--- config.mk ---
export PLATFORM = sky130hd
export DESIGN_NAME = two_button_press_classifier
export DESIGN_NICKNAME = d
export VERILOG_FILES = /design/src/rtl/tbpc_pkg.sv /design/src/rtl/tbpc_debounce.sv /design/src/rtl/two_button_press_classifier.sv
export SDC_FILE = /design/constraint.sdc
export NUM_CORES = 1
export LEC_CHECK = 0
export ABC_AREA = 0
export BUFFER_PORTS_ARGS = -buffer_cell sky130_fd_sc_hd__buf_2
export CAP_MARGIN = 20
export CORE_AREA = 5 5 294 238
export CTS_CLUSTER_SIZE = 8
export DETAILED_ROUTE_END_ITERATION = 10
export DIE_AREA = 0 0 299 243
export PLACE_DENSITY = 0.59
export SKIP_CTS_REPAIR_TIMING = 1
export SYNTH_ARGS = -nofsm -noshare
export SYNTH_HDL_FRONTEND = slang
export SYNTH_SLANG_ARGS = --single-unit
export TNS_END_PERCENT = 50
--- constraint.sdc ---
create_clock -name aclk -period 11.27 [get_ports aclk]
set_input_delay 0 -clock aclk [delete_from_list [all_inputs] [get_ports aclk]]
set_output_delay 0 -clock aclk [all_outputs]
set_load 0.05 [all_outputs]
--- src/rtl/tbpc_pkg.sv ---
// shared widths and event codes for the two-button press classifier
// no dependencies; used by tbpc_debounce and two_button_press_classifier
package tbpc_pkg;

    localparam int TIME_W   = 32;
    localparam int DEB_W    = 16;
    localparam int EVENT_W  = 3;
    localparam int CFG_IDX_W = 8;
    localparam int CFG_DATA_W = 32;
    localparam int S_DATA_W = 40;
    localparam int M_DATA_W = 40;

    localparam logic [EVENT_W-1:0] EV_NONE         = 3'd0;
    localparam logic [EVENT_W-1:0] EV_BOTH_LONG    = 3'd1;
    localparam logic [EVENT_W-1:0] EV_ID_LONG_END  = 3'd2;
    localparam logic [EVENT_W-1:0] EV_ID_SHORT     = 3'd3;
    localparam logic [EVENT_W-1:0] EV_EXEC_PRESS   = 3'd4;
    localparam logic [EVENT_W-1:0] EV_EXEC_RELEASE = 3'd5;

    localparam logic [CFG_IDX_W-1:0] REG_DEBOUNCE_MS   = 8'd0;
    localparam logic [CFG_IDX_W-1:0] REG_LONG_PRESS_MS = 8'd1;

    typedef logic [TIME_W-1:0] time_ms_t;

endpackage

--- src/rtl/tbpc_debounce.sv ---
// lockout debouncer for one button: holds the debounced level and last change time
// depends on tbpc_pkg
module tbpc_debounce (
    input  logic                         aclk,
    input  logic                         aresetn,
    input  logic                         en,
    input  tbpc_pkg::time_ms_t           now,
    input  logic                         raw,
    input  logic [tbpc_pkg::DEB_W-1:0]   debounce_ms,
    output logic                         level,
    output logic                         level_next
);

    logic               level_reg;
    tbpc_pkg::time_ms_t change_time_reg;
    tbpc_pkg::time_ms_t change_time_next;
    tbpc_pkg::time_ms_t elapsed;
    logic               take_change;

    // elapsed time wraps modulo 2^32
    assign elapsed     = now - change_time_reg;
    assign take_change = (raw != level_reg) &&
                         (elapsed > {{(tbpc_pkg::TIME_W-tbpc_pkg::DEB_W){1'b0}}, debounce_ms});

    assign level_next       = take_change ? raw : level_reg;
    assign change_time_next = take_change ? now : change_time_reg;
    assign level            = level_reg;

    always_ff @(posedge aclk) begin
        if (!aresetn) begin
            level_reg       <= 1'b0;
            change_time_reg <= '0;
        end else if (en) begin
            level_reg       <= level_next;
            change_time_reg <= change_time_next;
        end
    end

endmodule

--- src/rtl/two_button_press_classifier.sv ---
// two-button press classifier: input register, debounce, press classification, output register
// depends on tbpc_pkg and tbpc_debounce
//
// Usage: samples arrive on the s_ stream, one per transfer, each with a
// millisecond time, the raw id and exec levels and a take bit. Every sample
// gives exactly one result on the m_ stream: the pending event, the two
// debounced levels and the last exec hold time. A sample with take set
// clears the pending event after its result is formed.
// The cfg_ channel writes debounce_ms (index 0) and long_press_ms
// (index 1); other indexes are ignored. It is always ready and is meant to
// be written while no sample is in flight.
// A sample is held in the input register, then its result is loaded into
// the output register, which drives m_tvalid.
// Throughput is one sample per cycle while the m_ side takes results,
// set by the single pass of compare and subtract logic that updates
// the press state.
// A stalled m_ side holds the result; the input register still takes one
// more sample, then s_tready drops until the result is taken.
// Reset (aresetn low, synchronous) clears both register valid bits, all press state
// and the pending event, and restores the register defaults 50 and 3000.
module two_button_press_classifier (
    input  logic                              aclk,
    input  logic                              aresetn,
    input  logic                              s_tvalid,
    output logic                              s_tready,
    // [31:0] time_ms, [32] id_pressed, [33] exec_pressed, [34] take_event, rest zero
    input  logic [tbpc_pkg::S_DATA_W-1:0]     s_tdata,
    output logic                              m_tvalid,
    input  logic                              m_tready,
    // [2:0] event_res, [3] id_state, [4] exec_state, [36:5] exec_duration, rest zero
    output logic [tbpc_pkg::M_DATA_W-1:0]     m_tdata,
    input  logic                              cfg_valid,
    output logic                              cfg_ready,
    input  logic [tbpc_pkg::CFG_IDX_W-1:0]    cfg_index,
    input  logic [tbpc_pkg::CFG_DATA_W-1:0]   cfg_data
);

    // configuration
    logic [tbpc_pkg::DEB_W-1:0] debounce_ms_reg;
    tbpc_pkg::time_ms_t         long_press_ms_reg;

    assign cfg_ready = 1'b1;

    always_ff @(posedge aclk) begin
        if (!aresetn) begin
            debounce_ms_reg   <= 16'd50;
            long_press_ms_reg <= 32'd3000;
        end else if (cfg_valid) begin
            case (cfg_index)
                tbpc_pkg::REG_DEBOUNCE_MS: begin
                    debounce_ms_reg <= cfg_data[tbpc_pkg::DEB_W-1:0];
                end
                tbpc_pkg::REG_LONG_PRESS_MS: begin
                    long_press_ms_reg <= cfg_data[tbpc_pkg::TIME_W-1:0];
                end
                default: begin
                end
            endcase
        end
    end

    // input register
    logic               in_valid_reg;
    tbpc_pkg::time_ms_t in_time_reg;
    logic               in_id_reg;
    logic               in_exec_reg;
    logic               in_take_reg;
    logic               out_valid_reg;
    logic               advance;

    assign advance  = in_valid_reg && (!out_valid_reg || m_tready);
    assign s_tready = !in_valid_reg || advance;

    always_ff @(posedge aclk) begin
        if (!aresetn) begin
            in_valid_reg <= 1'b0;
        end else if (s_tready) begin
            in_valid_reg <= s_tvalid;
        end
    end

    always_ff @(posedge aclk) begin
        if (s_tready && s_tvalid) begin
            in_time_reg <= s_tdata[tbpc_pkg::TIME_W-1:0];
            in_id_reg   <= s_tdata[32];
            in_exec_reg <= s_tdata[33];
            in_take_reg <= s_tdata[34];
        end
    end

    // debouncers
    logic id_level;
    logic id_next;
    logic exec_level;
    logic exec_next;

    tbpc_debounce u_id_deb (
        .aclk        (aclk),
        .aresetn     (aresetn),
        .en          (advance),
        .now         (in_time_reg),
        .raw         (in_id_reg),
        .debounce_ms (debounce_ms_reg),
        .level       (id_level),
        .level_next  (id_next)
    );

    tbpc_debounce u_exec_deb (
        .aclk        (aclk),
        .aresetn     (aresetn),
        .en          (advance),
        .now         (in_time_reg),
        .raw         (in_exec_reg),
        .debounce_ms (debounce_ms_reg),
        .level       (exec_level),
        .level_next  (exec_next)
    );

    // press state
    tbpc_pkg::time_ms_t             id_press_time_reg,   id_press_time_next;
    logic                           id_press_valid_reg,  id_press_valid_next;
    tbpc_pkg::time_ms_t             exec_press_time_reg, exec_press_time_next;
    logic                           exec_press_valid_reg, exec_press_valid_next;
    tbpc_pkg::time_ms_t             both_press_time_reg, both_press_time_next;
    logic                           both_press_valid_reg, both_press_valid_next;
    logic                           lock_reg,            lock_next;
    logic [tbpc_pkg::EVENT_W-1:0]   pending_reg,         pending_next;
    tbpc_pkg::time_ms_t             held_duration_reg,   held_duration_next;
    logic [tbpc_pkg::EVENT_W-1:0]   event_now;

    always_comb begin
        logic both;
        logic done;
        id_press_time_next    = id_press_time_reg;
        id_press_valid_next   = id_press_valid_reg;
        exec_press_time_next  = exec_press_time_reg;
        exec_press_valid_next = exec_press_valid_reg;
        both_press_time_next  = both_press_time_reg;
        both_press_valid_next = both_press_valid_reg;
        lock_next             = lock_reg;
        held_duration_next    = held_duration_reg;
        event_now             = pending_reg;
        both                  = id_next && exec_next;
        done                  = 1'b0;

        if (lock_reg) begin
            if (!id_next && !exec_next) begin
                lock_next = 1'b0;
            end
        end else begin
            if (both) begin
                if (!both_press_valid_next) begin
                    both_press_time_next  = in_time_reg;
                    both_press_valid_next = 1'b1;
                end
                id_press_valid_next   = 1'b0;
                exec_press_valid_next = 1'b0;
            end

            if (both_press_valid_next) begin
                if (!both) begin
                    both_press_valid_next = 1'b0;
                end else if ((in_time_reg - both_press_time_next) >= long_press_ms_reg) begin
                    event_now             = tbpc_pkg::EV_BOTH_LONG;
                    both_press_valid_next = 1'b0;
                    lock_next             = 1'b1;
                    done                  = 1'b1;
                end
            end

            if (!done) begin
                if (id_next && !exec_next && !id_press_valid_next) begin
                    id_press_time_next  = in_time_reg;
                    id_press_valid_next = 1'b1;
                end else if (!id_next && id_press_valid_next) begin
                    if ((in_time_reg - id_press_time_next) >= long_press_ms_reg) begin
                        event_now = tbpc_pkg::EV_ID_LONG_END;
                    end else begin
                        event_now = tbpc_pkg::EV_ID_SHORT;
                    end
                    id_press_valid_next = 1'b0;
                end

                if (exec_next && !id_next && !exec_press_valid_next) begin
                    exec_press_time_next  = in_time_reg;
                    exec_press_valid_next = 1'b1;
                    event_now             = tbpc_pkg::EV_EXEC_PRESS;
                end else if (!exec_next && exec_press_valid_next) begin
                    held_duration_next    = in_time_reg - exec_press_time_next;
                    event_now             = tbpc_pkg::EV_EXEC_RELEASE;
                    exec_press_valid_next = 1'b0;
                end
            end
        end

        pending_next = in_take_reg ? tbpc_pkg::EV_NONE : event_now;
    end

    always_ff @(posedge aclk) begin
        if (!aresetn) begin
            id_press_time_reg    <= '0;
            id_press_valid_reg   <= 1'b0;
            exec_press_time_reg  <= '0;
            exec_press_valid_reg <= 1'b0;
            both_press_time_reg  <= '0;
            both_press_valid_reg <= 1'b0;
            lock_reg             <= 1'b0;
            pending_reg          <= tbpc_pkg::EV_NONE;
            held_duration_reg    <= '0;
        end else if (advance) begin
            id_press_time_reg    <= id_press_time_next;
            id_press_valid_reg   <= id_press_valid_next;
            exec_press_time_reg  <= exec_press_time_next;
            exec_press_valid_reg <= exec_press_valid_next;
            both_press_time_reg  <= both_press_time_next;
            both_press_valid_reg <= both_press_valid_next;
            lock_reg             <= lock_next;
            pending_reg          <= pending_next;
            held_duration_reg    <= held_duration_next;
        end
    end

    // output register
    logic [tbpc_pkg::EVENT_W-1:0] out_event_reg;
    logic                         out_id_reg;
    logic                         out_exec_reg;
    tbpc_pkg::time_ms_t           out_duration_reg;

    always_ff @(posedge aclk) begin
        if (!aresetn) begin
            out_valid_reg <= 1'b0;
        end else if (advance) begin
            out_valid_reg <= 1'b1;
        end else if (m_tready) begin
            out_valid_reg <= 1'b0;
        end
    end

    always_ff @(posedge aclk) begin
        if (advance) begin
            out_event_reg    <= event_now;
            out_id_reg       <= id_next;
            out_exec_reg     <= exec_next;
            out_duration_reg <= held_duration_next;
        end
    end

    assign m_tvalid = out_valid_reg;
    assign m_tdata  = {3'b000, out_duration_reg, out_exec_reg, out_id_reg, out_event_reg};

    // entering the lock always reports a both-long event
    assert property (@(posedge aclk) disable iff (!aresetn)
        (advance && !lock_reg && lock_next) |=>
            (m_tvalid && out_event_reg == tbpc_pkg::EV_BOTH_LONG))
        else $error("lock entered without both-long event");

    // single-button presses are never tracked together
    assert property (@(posedge aclk) disable iff (!aresetn)
        !(id_press_valid_reg && exec_press_valid_reg))
        else $error("id and exec press tracked at once");

    // a tracked both-press implies both debounced levels are held
    assert property (@(posedge aclk) disable iff (!aresetn)
        both_press_valid_reg |-> (id_level && exec_level))
        else $error("both-press tracked without both buttons down");

    // the output event is always a defined code while m_tvalid is high
    assert property (@(posedge aclk) disable iff (!aresetn)
        m_tvalid |-> (out_event_reg <= tbpc_pkg::EV_EXEC_RELEASE))
        else $error("undefined event code on output");

endmodule
# Word level (Yosys, flattened, before mapping)
# Index checks and enable logic that the tools add are counted.
# W data, S select, Z words.
dict set report word_totals {
  ff_bits 323
  input_bits 85
  output_inout_bits 43
  word_cells 111
}
dict set report classes {
  addsub 5
  order_cmp 4
  eq_ne 3
  muxes 43
  bitwise 2
  n_reduce_logical 29
}
# op count
set ops {}
lappend ops {{$mux W32} 7}
lappend ops {{$sub A32 B32 Y32} 5}
lappend ops {{$ge A32 B32 Y1} 2}
lappend ops {{$gt A32 B16 Y1} 2}
lappend ops {{$mux W3} 10}
lappend ops {{$mux W1} 26}
lappend ops {{$logic_and A1 B1 Y1} 12}
lappend ops {{$reduce_and A2 Y1} 5}
lappend ops {{$eq A8 B1 Y1 const B} 1}
lappend ops {{$logic_not A8 Y1} 1}
lappend ops {{$reduce_and A4 Y1} 2}
lappend ops {{$logic_not A1 Y1} 6}
lappend ops {{$logic_or A1 B1 Y1} 2}
lappend ops {{$ne A1 B1 Y1} 2}
lappend ops {{$not A1 Y1} 2}
lappend ops {{$reduce_bool A2 Y1} 1}

# Logic depth before layout (Yosys ltp)
# Gate-level depths: netlist (run 1).
dict set report logic_depth {
  ltp_word 19
  mapped_depth 59
  ltp_nobuf 57
}

# Cells and area by module
# From an unflattened synthesis (run 1), not the netlist that was laid out.
dict set report hier_totals {
  hier_cells 2920
  hier_area_um2 23711.5
}
# module instances cells_each area_each_um2 seq_area_each_um2
set by_module_without_submodules {}
lappend by_module_without_submodules {two_button_press_classifier 1 1864 16099.2 5865.6}
lappend by_module_without_submodules {{tbpc_debounce (u_exec_deb)} 1 542 3898.7 660.6}
lappend by_module_without_submodules {{tbpc_debounce (u_id_deb)} 1 514 3713.6 660.6}

# Worst setup path before layout (run 1)
# OpenSTA, ideal clock, no wires.
dict set report synth_timing {
  kind {reg-to-reg}
  start {register in_time_reg[1]}
  end {register pending_reg[1] (netlist name)}
  setup_ps 70
  arrival_time_ps 10802
  required_ps 11200
  path_slack_ps 398
  stages_incl_launch_ff 59
  path_buffers 2
  period_less_slack_ps 10872
  path_cell_list {edfxtp_1 -> inv_1 -> fa_1 -> nor2b_1 -> o31ai_2 -> a211oi_2 -> a41oi_4 -> o21ai_2 -> xor2_1 -> ha_1 -> nand4_1 -> or4_1 -> nor2_1 -> nor3_1 -> nor3_1 -> nand4_1 -> nor3_1 -> nand4_1 -> (+23 left out) -> xor2_1 -> ha_1 -> a21o_1 -> a21oi_1 -> nor2b_1 -> o21ai_0 -> nand2b_1 -> a21oi_1 -> nor2b_1 -> o21ai_0 -> nand2_1 -> a41oi_1 -> o21ai_0 -> a221oi_1 -> o21ai_0 -> nor3_1 -> o21ai_0 -> a21oi_1}
}
dict set report synth_between {
  elab_chain_cells 19
  word_cells_on_any_way 44
  cone_classes {add/sub (3); order compare (3); mux (25); reduce/logical (13)}
}
# item line
set synth_lines {}
lappend synth_lines {{start, declared} two_button_press_classifier.sv:64} ;# tbpc_pkg::time_ms_t in_time_reg;
lappend synth_lines {{start signal, assigned} two_button_press_classifier.sv:84} ;# in_time_reg <= s_tdata[tbpc_pkg::TIME_W-1:0];
lappend synth_lines {{$sub A32 B32 Y32} tbpc_debounce.sv:21} ;# assign elapsed = now - change_time_reg;
lappend synth_lines {{$gt A32 B16 Y1} tbpc_debounce.sv:23} ;# (elapsed > {{(tbpc_pkg::TIME_W-tbpc_pkg::DEB_W){1'b0}}, debounce_ms});
lappend synth_lines {{$logic_and A1 B1 Y1} tbpc_debounce.sv:22} ;# assign take_change = (raw != level_reg) &&
lappend synth_lines {{$mux W1} tbpc_debounce.sv:25} ;# assign level_next = take_change ? raw : level_reg;
lappend synth_lines {{$logic_and A1 B1 Y1} two_button_press_classifier.sv:143} ;# both = id_next && exec_next;
lappend synth_lines {{$mux W32} two_button_press_classifier.sv:151} ;# if (both) begin
lappend synth_lines {{$mux W32} two_button_press_classifier.sv:146} ;# if (lock_reg) begin
lappend synth_lines {{$sub A32 B32 Y32} two_button_press_classifier.sv:163} ;# end else if ((in_time_reg - both_press_time_next) >= long_press_ms_reg) begin
lappend synth_lines {{(+3 left out)} n/a}
lappend synth_lines {{$mux W3} two_button_press_classifier.sv:160} ;# if (both_press_valid_next) begin
lappend synth_lines {{$mux W3} two_button_press_classifier.sv:175} ;# end else if (!id_next && id_press_valid_next) begin
lappend synth_lines {{$mux W3} two_button_press_classifier.sv:172} ;# if (id_next && !exec_next && !id_press_valid_next) begin
lappend synth_lines {{$mux W3} two_button_press_classifier.sv:188} ;# end else if (!exec_next && exec_press_valid_next) begin
lappend synth_lines {{$mux W3} two_button_press_classifier.sv:184} ;# if (exec_next && !id_next && !exec_press_valid_next) begin
lappend synth_lines {{$mux W3 *} two_button_press_classifier.sv:171} ;# if (!done) begin
lappend synth_lines {{$mux W3 *} two_button_press_classifier.sv:146}
lappend synth_lines {{$mux W3 *} two_button_press_classifier.sv:196} ;# pending_next = in_take_reg ? tbpc_pkg::EV_NONE : event_now;
lappend synth_lines {{end signal, assigned} two_button_press_classifier.sv:208} ;# pending_reg <= tbpc_pkg::EV_NONE;
lappend synth_lines {{end signal, assigned} two_button_press_classifier.sv:218} ;# pending_reg <= pending_next;
lappend synth_lines {{end, declared} two_button_press_classifier.sv:127} ;# logic [tbpc_pkg::EVENT_W-1:0] pending_reg, pending_next;
# Every way passes the cells marked *; elsewhere a longest branch is shown, timed or not. The select of a mux whose other input is x is not followed.
# A chain may end at the register's enable or synchronous reset.

# Final worst setup path (run 1)
dict set report layout_timing {
  start {register in_time_reg[0]}
  end {register pending_reg[1] (netlist name)}
}
# The elaborated chain is that of the path after synthesis.

==> results.ini, run 1 <==
[outcome]
status=completed

[die]
start_util=0.346
core_area_sq_um=66800
die_w_um=299
fp-row-count=85
die_h_um=243
ios=128
die_area_sq_um=72700

[yosys]
synth.most_common_cell=nand2_1
synth.distinct_cells=90
ys_seq_area_frac=0.311
synth_edf_count=72
syn_inst=2741
synth_warnings=0
synth_area_leader_cell=dfxtp_1
synthTopCellsByCount=369 x nand2_1, 251 x dfxtp_1, 251 x ha_1
syn_area_sq_um=23100
synth_top_area_share=0.218
synth_seq_cells=323
yosys-top-cells-area=dfxtp_1 22%, ha_1 14%, edfxtp_1 9.4%
synth-main-ff-cell=dfxtp_1
postSynthAreaPerCell_sq_um=8.43
synthArstFlopShare=0

[routing]
ant_nets=0
drtIter0Drc=1221
route.detailed.drc=0
vias=19500
wl_um=62700
drt_first_pass_iters=5
wl_per_cell_um=16.4
viasPerCell=5.10

[power]
p_leak_nw=11.1
total_power_w=0.00348
ir_drop_v=0.0000966
p_per_area_nw_per_um2=129

[layout]
diodes=0
fill_cells=6764
nNetsFinal=3278
syn_to_final_growth_pct=16.9
final_cells=3831
final_area_sq_um=27000
layout-drive-gt1-share=0.103

[sta]
fmax_mhz=93.7
skew_ns=0.0241
period_needed_ns=10.67
finalCritPeriodShare=0.947
setup_ws_ns=0.601
worstMarginPinSlew_ns=1.03
slew_viol_final=0
final_hold_viol_count=0
finalSetupViolations=0
slew_headroom=0.312

[hold_path]
hold_depth=4
hold_class=in -> reg
min-delay-start=cfg_index[0]

[worst_setup_path]
startpoint=in_time_reg[0]
timing.rr.start=in_time_reg[0]
start_kind=flop
path_class=reg -> reg
end_kind=flop
required_ns=11.76
r2r_cells=59
cp_data_arrival_time_ns=11.16
slowest_stage=or4_4
cpPeakStageDelay_ns=0.52
worstPathMaxFanout=11
critPathMostFrequentCell=ha_1

[global_route]
overflow=0
gr-usage-all-layers=0.165
grt_max_degree=97
grt_pass1_wl_um=99000
grt_pass1_vias=17600
grt_antenna_before_repair=0

[clock_network]
cts.sinks=323
cts_max_level=2
cts_buffer_depth=3
clockRootBuffer=clkbuf_16
clk_latency_ns=0.57
clkSlewWorstSetupHoldPaths_ns=0.05
cts_tree=built
numCtsBuffers=46

[place]
dpl.hpwl_um=46800
gp_congestion=0.917
pre_cts_slack_ns=-0.0310
portBuffers=118
place_area_sq_um=24800
dp.cells=3680

[job]
max_cap_viol_count=0

final cells by class:
type	instances	area, sq um	share of cell area
Clock buffer	68	1230	0.0457
Clock inverter	4	38.8	0.00144
Timing Repair Buffer	256	1840	0.0682
Inverter	232	871	0.0323
Multi-Input combinational cell	2078	14700	0.546
Sequential cell	323	7190	0.266
Tap cell	870	1090	0.0403
through the flow:
stage,TNS [ns],hold WS (ns),util
global route,-0.148,0.0229,0.404
finish,0,0.0237,0.404
detailed placement,-0.0310,0.178,0.372
CTS,-0.149,-0.433,0.391
global placement,0,0.176,0.371
floorplan,0,0.0989,-
critical path: cells and delay by family (launching register included):
family          cells  cell delay (ns)
flops               1             0.34
fa+ha+maj           6             1.84
compound gates     26             4.32
buf+inv             5             0.69
xor+xnor            1             0.08
simple gates       20             3.03
mux                 1             0.27
path summary, 6_finish.rpt:
path | endpoint | slack, ns
max reg2reg | pending_reg[1] | 0.60
min | debounce_ms_reg[5] | 0.02
min reg2reg | exec_press_time_reg[22] | 0.46
max | pending_reg[1] | 0.60
cell usage in the layout, fill, tap and decap left out, types with 12 or more instances in the layout:
cell type / count
inv_1: 230
mux2_2: 13
a211oi_1: 16
o211ai_1: 23
nor3_1: 50
clkbuf_16: 46
nand4_1: 35
edfxtp_1: 72
or3_1: 12
buf_2: 117
a31oi_1: 18
ha_1: 251
o211a_1: 33
o21ai_0: 105
xor2_1: 36
and3_1: 12
dlygate4sd3_1: 72
o21bai_1: 17
nand3_1: 44
o21ai_1: 14
mux2i_1: 138
o21a_1: 29
xnor2_1: 78
dfxtp_1: 251
nand2b_1: 25
nor2_1: 125
nor2b_1: 129
buf_4: 64
a21boi_0: 97
a21oi_1: 151
nand2_1: 368
and2_1: 14
a21o_1: 65
o31ai_1: 19
clkbuf_1: 22
logic make-up after synthesis:
logic type	share of synthesized area
xor gates and xnor gates	0.0432
other	0.000325
and+or+nand+nor	0.179
AOI/OAI and AO/OA	0.201
adders and majority gates	0.140
DFF	0.311
muxes	0.0673
buffers and inverters	0.0577
metal layers:
layer,vias up,track usage,wire length [um]
li1,10000,-,-
met1,9009,0.255,32900
met2,414,0.241,25700
met3,69,0.0262,3080
met4,0,0.0328,1050
met5,-,0,0
power breakdown:
group          leakage (nW)  internal (W)  switching [W]
clock network         0.613      0.000747       0.000533
logic                  7.78      0.000403       0.000545
registers              2.74       0.00123      0.0000288
total                  11.1       0.00238        0.00111
Power figures use the tool's default switching activity.
==> run 2: changes to the inputs <==
CORE_AREA = 5 5 236 192   (was 5 5 294 238)
DIE_AREA = 0 0 241 197   (was 0 0 299 243)
PLACE_DENSITY = 0.82   (was 0.59)
==> results.ini, run 2 (synthesized netlist as in run 1, its figures left out) <==
[worst_setup_path]
r2r_setup_slack_ns=0.53  ; -0.07 ns
cp_data_arrival_time_ns=11.22  ; +0.06 ns
end_kind=flop
critPathMostFrequentCell=a21o_1
path_class=reg -> reg
path_buf_inv=7  ; +2
cp_top_family=compound AO/OA/AOI/OAI gates
worstPathMaxFanout=8  ; -3
start_kind=flop
required_ns=11.75  ; about the same
slowest_stage=or4_1
cpPeakStageDelay_ns=0.50  ; -0.02 ns

[die]
die_h_um=197  ; -19%
ios=128  ; unchanged
die_area_sq_um=47500  ; -35%
fp-row-count=68  ; -20%
die_w_um=241  ; -19%
core_area_sq_um=42700  ; -36%
start_util=0.541  ; +0.195

[clock_network]
cts_buffer_depth=3  ; unchanged
cts.sinks=323  ; unchanged
clkSlewWorstSetupHoldPaths_ns=0.05  ; about the same
numCtsBuffers=46  ; unchanged
cts_tree=built
cts_max_level=2  ; unchanged
clockRootBuffer=clkbuf_16
clk_latency_ns=0.56  ; about the same

[hold_path]
hold_class=in -> reg

[layout]
final-seq-area_sq_um=7190  ; unchanged
final_cell_mix=369 x nand2_1, 251 x ha_1, 251 x dfxtp_1, 230 x inv_1, 152 x a21oi_1
diodes=0  ; unchanged
nNetsFinal=3284  ; +0.18%
fill_cells=3560  ; -47%
multi_input_area_sq_um=14700  ; -0.12%
layout_commonest_cell=nand2_1
layout-drive-gt1-share=0.103  ; +0.000571
syn_to_final_growth_pct=15.3
fin_util=0.624  ; +0.220
final_area_sq_um=26600  ; -1.3%

[sta]
slew_viol_final=0  ; unchanged
worstMarginPinSlew_ns=1.17  ; +0.138 ns
period_needed_ns=10.74  ; +0.0716 ns
hold_ws_ns=0.0348  ; +0.0110 ns
final_hold_viol_count=0  ; unchanged
skew_ns=0.0142  ; -0.00997 ns
finalCritPeriodShare=0.953  ; +0.00635
slew_headroom=0.221  ; -0.0918
tns_ns=0  ; unchanged
fmax_mhz=93.1  ; -0.67%
finalSetupViolations=0  ; unchanged

[job]
max_cap_viol_count=0  ; unchanged

[global_route]
grt_antenna_before_repair=0  ; unchanged
gr-usage-all-layers=0.261  ; +0.0957
overflow=0  ; unchanged
grt_pass1_vias=19700  ; +12%
grt_max_degree=138  ; +42%
grt_pass1_wl_um=102000  ; +3.0%

[power]
p_per_area_nw_per_um2=132  ; +2.0%
power.net_switching_w=0.00112  ; +0.85%
sequentialPowerShare=0.358  ; -0.002
ir_drop_v=0.000102  ; +5.3%
clkPwrFrac=0.366  ; -0.002
p_leak_nw=11.2  ; +0.30%
switching_share=0.318  ; +0.000464
p_int_w=0.00239  ; +0.63%
pwr-share-comb=0.276  ; +0.004

[routing]
wl_um=65600  ; +4.6%
drt_first_pass_iters=8  ; +3
viasPerCell=5.86  ; +15%
wl_per_cell_um=18.6  ; +14%
ant_nets=0  ; unchanged
vias=20700  ; +5.8%
drtIter0Drc=1449  ; +19%
route.detailed.drc=0  ; unchanged

[outcome]
status=completed

[place]
gp_congestion=0.916  ; -0.11%
place_area_sq_um=24500  ; -1.4%
portBuffers=118  ; unchanged
dpl.hpwl_um=47500  ; +1.6%

## run 2: cell types whose count changed in the layout (fill, tap and decap cells not counted), moves of 2 or more
cell | previous run | this run
buf_4 | 64 | 71
clkbuf_1 | 22 | 19
dlygate4sd3_1 | 72 | 70
o21ai_2 | 5 | 3
## run 2: layout make-up
class                           count  area share
Multi-Input combinational cell   2078       0.552
Sequential cell                   323       0.270
Timing Repair Buffer              262      0.0707
Clock buffer                       66      0.0468
Inverter                          232      0.0327
Tap cell                          560      0.0263
Clock inverter                      3     0.00136
## run 2: metal layers
metal | vias up | GRT usage | share of wire
met5 | - | 0 | 0
met4 | 0 | 0.0771 | 0.032
met3 | 152 | 0.0386 | 0.069
met2 | 765 | 0.409 | 0.44
met1 | 9678 | 0.374 | 0.46
li1 | 10100 | - | -
## run 2: metrics by stage
step / power (W) / cells / setup WS, ns
6_report: 0.00351 / 3524 / 0.529
5_1_grt: 0.00368 / 3524 / -0.0450
4_1_cts: 0.00348 / 3447 / -0.125
3_5_place_dp: 0.00219 / 3378 / -0.0723
3_3_place_gp: 0.00216 / 3378 / 0.451
2_1_floorplan: 0.00194 / 2743 / 0.398
## run 2: power groups by stage
stage | registers [W] | logic [W] | clock network [W]
2_1_floorplan | 0.00129 | 0.000646 | 0
3_3_place_gp | 0.00128 | 0.000883 | 0
3_5_place_dp | 0.00128 | 0.000909 | 0
4_1_cts | 0.00126 | 0.000917 | 0.00131
5_1_grt | 0.00126 | 0.00107 | 0.00135
6_report | 0.00126 | 0.000967 | 0.00128
## run 2: worst paths after layout
kind / startpoint / endpoint / cells after the start
worst min-delay path: aresetn / exec_press_time_reg[29] / 2
worst min register to register: exec_press_time_reg[11] / exec_press_time_reg[11] / 2
worst max-delay path: in_time_reg[0] / pending_reg[1] / 53
worst max register to register: in_time_reg[0] / pending_reg[1] / 53
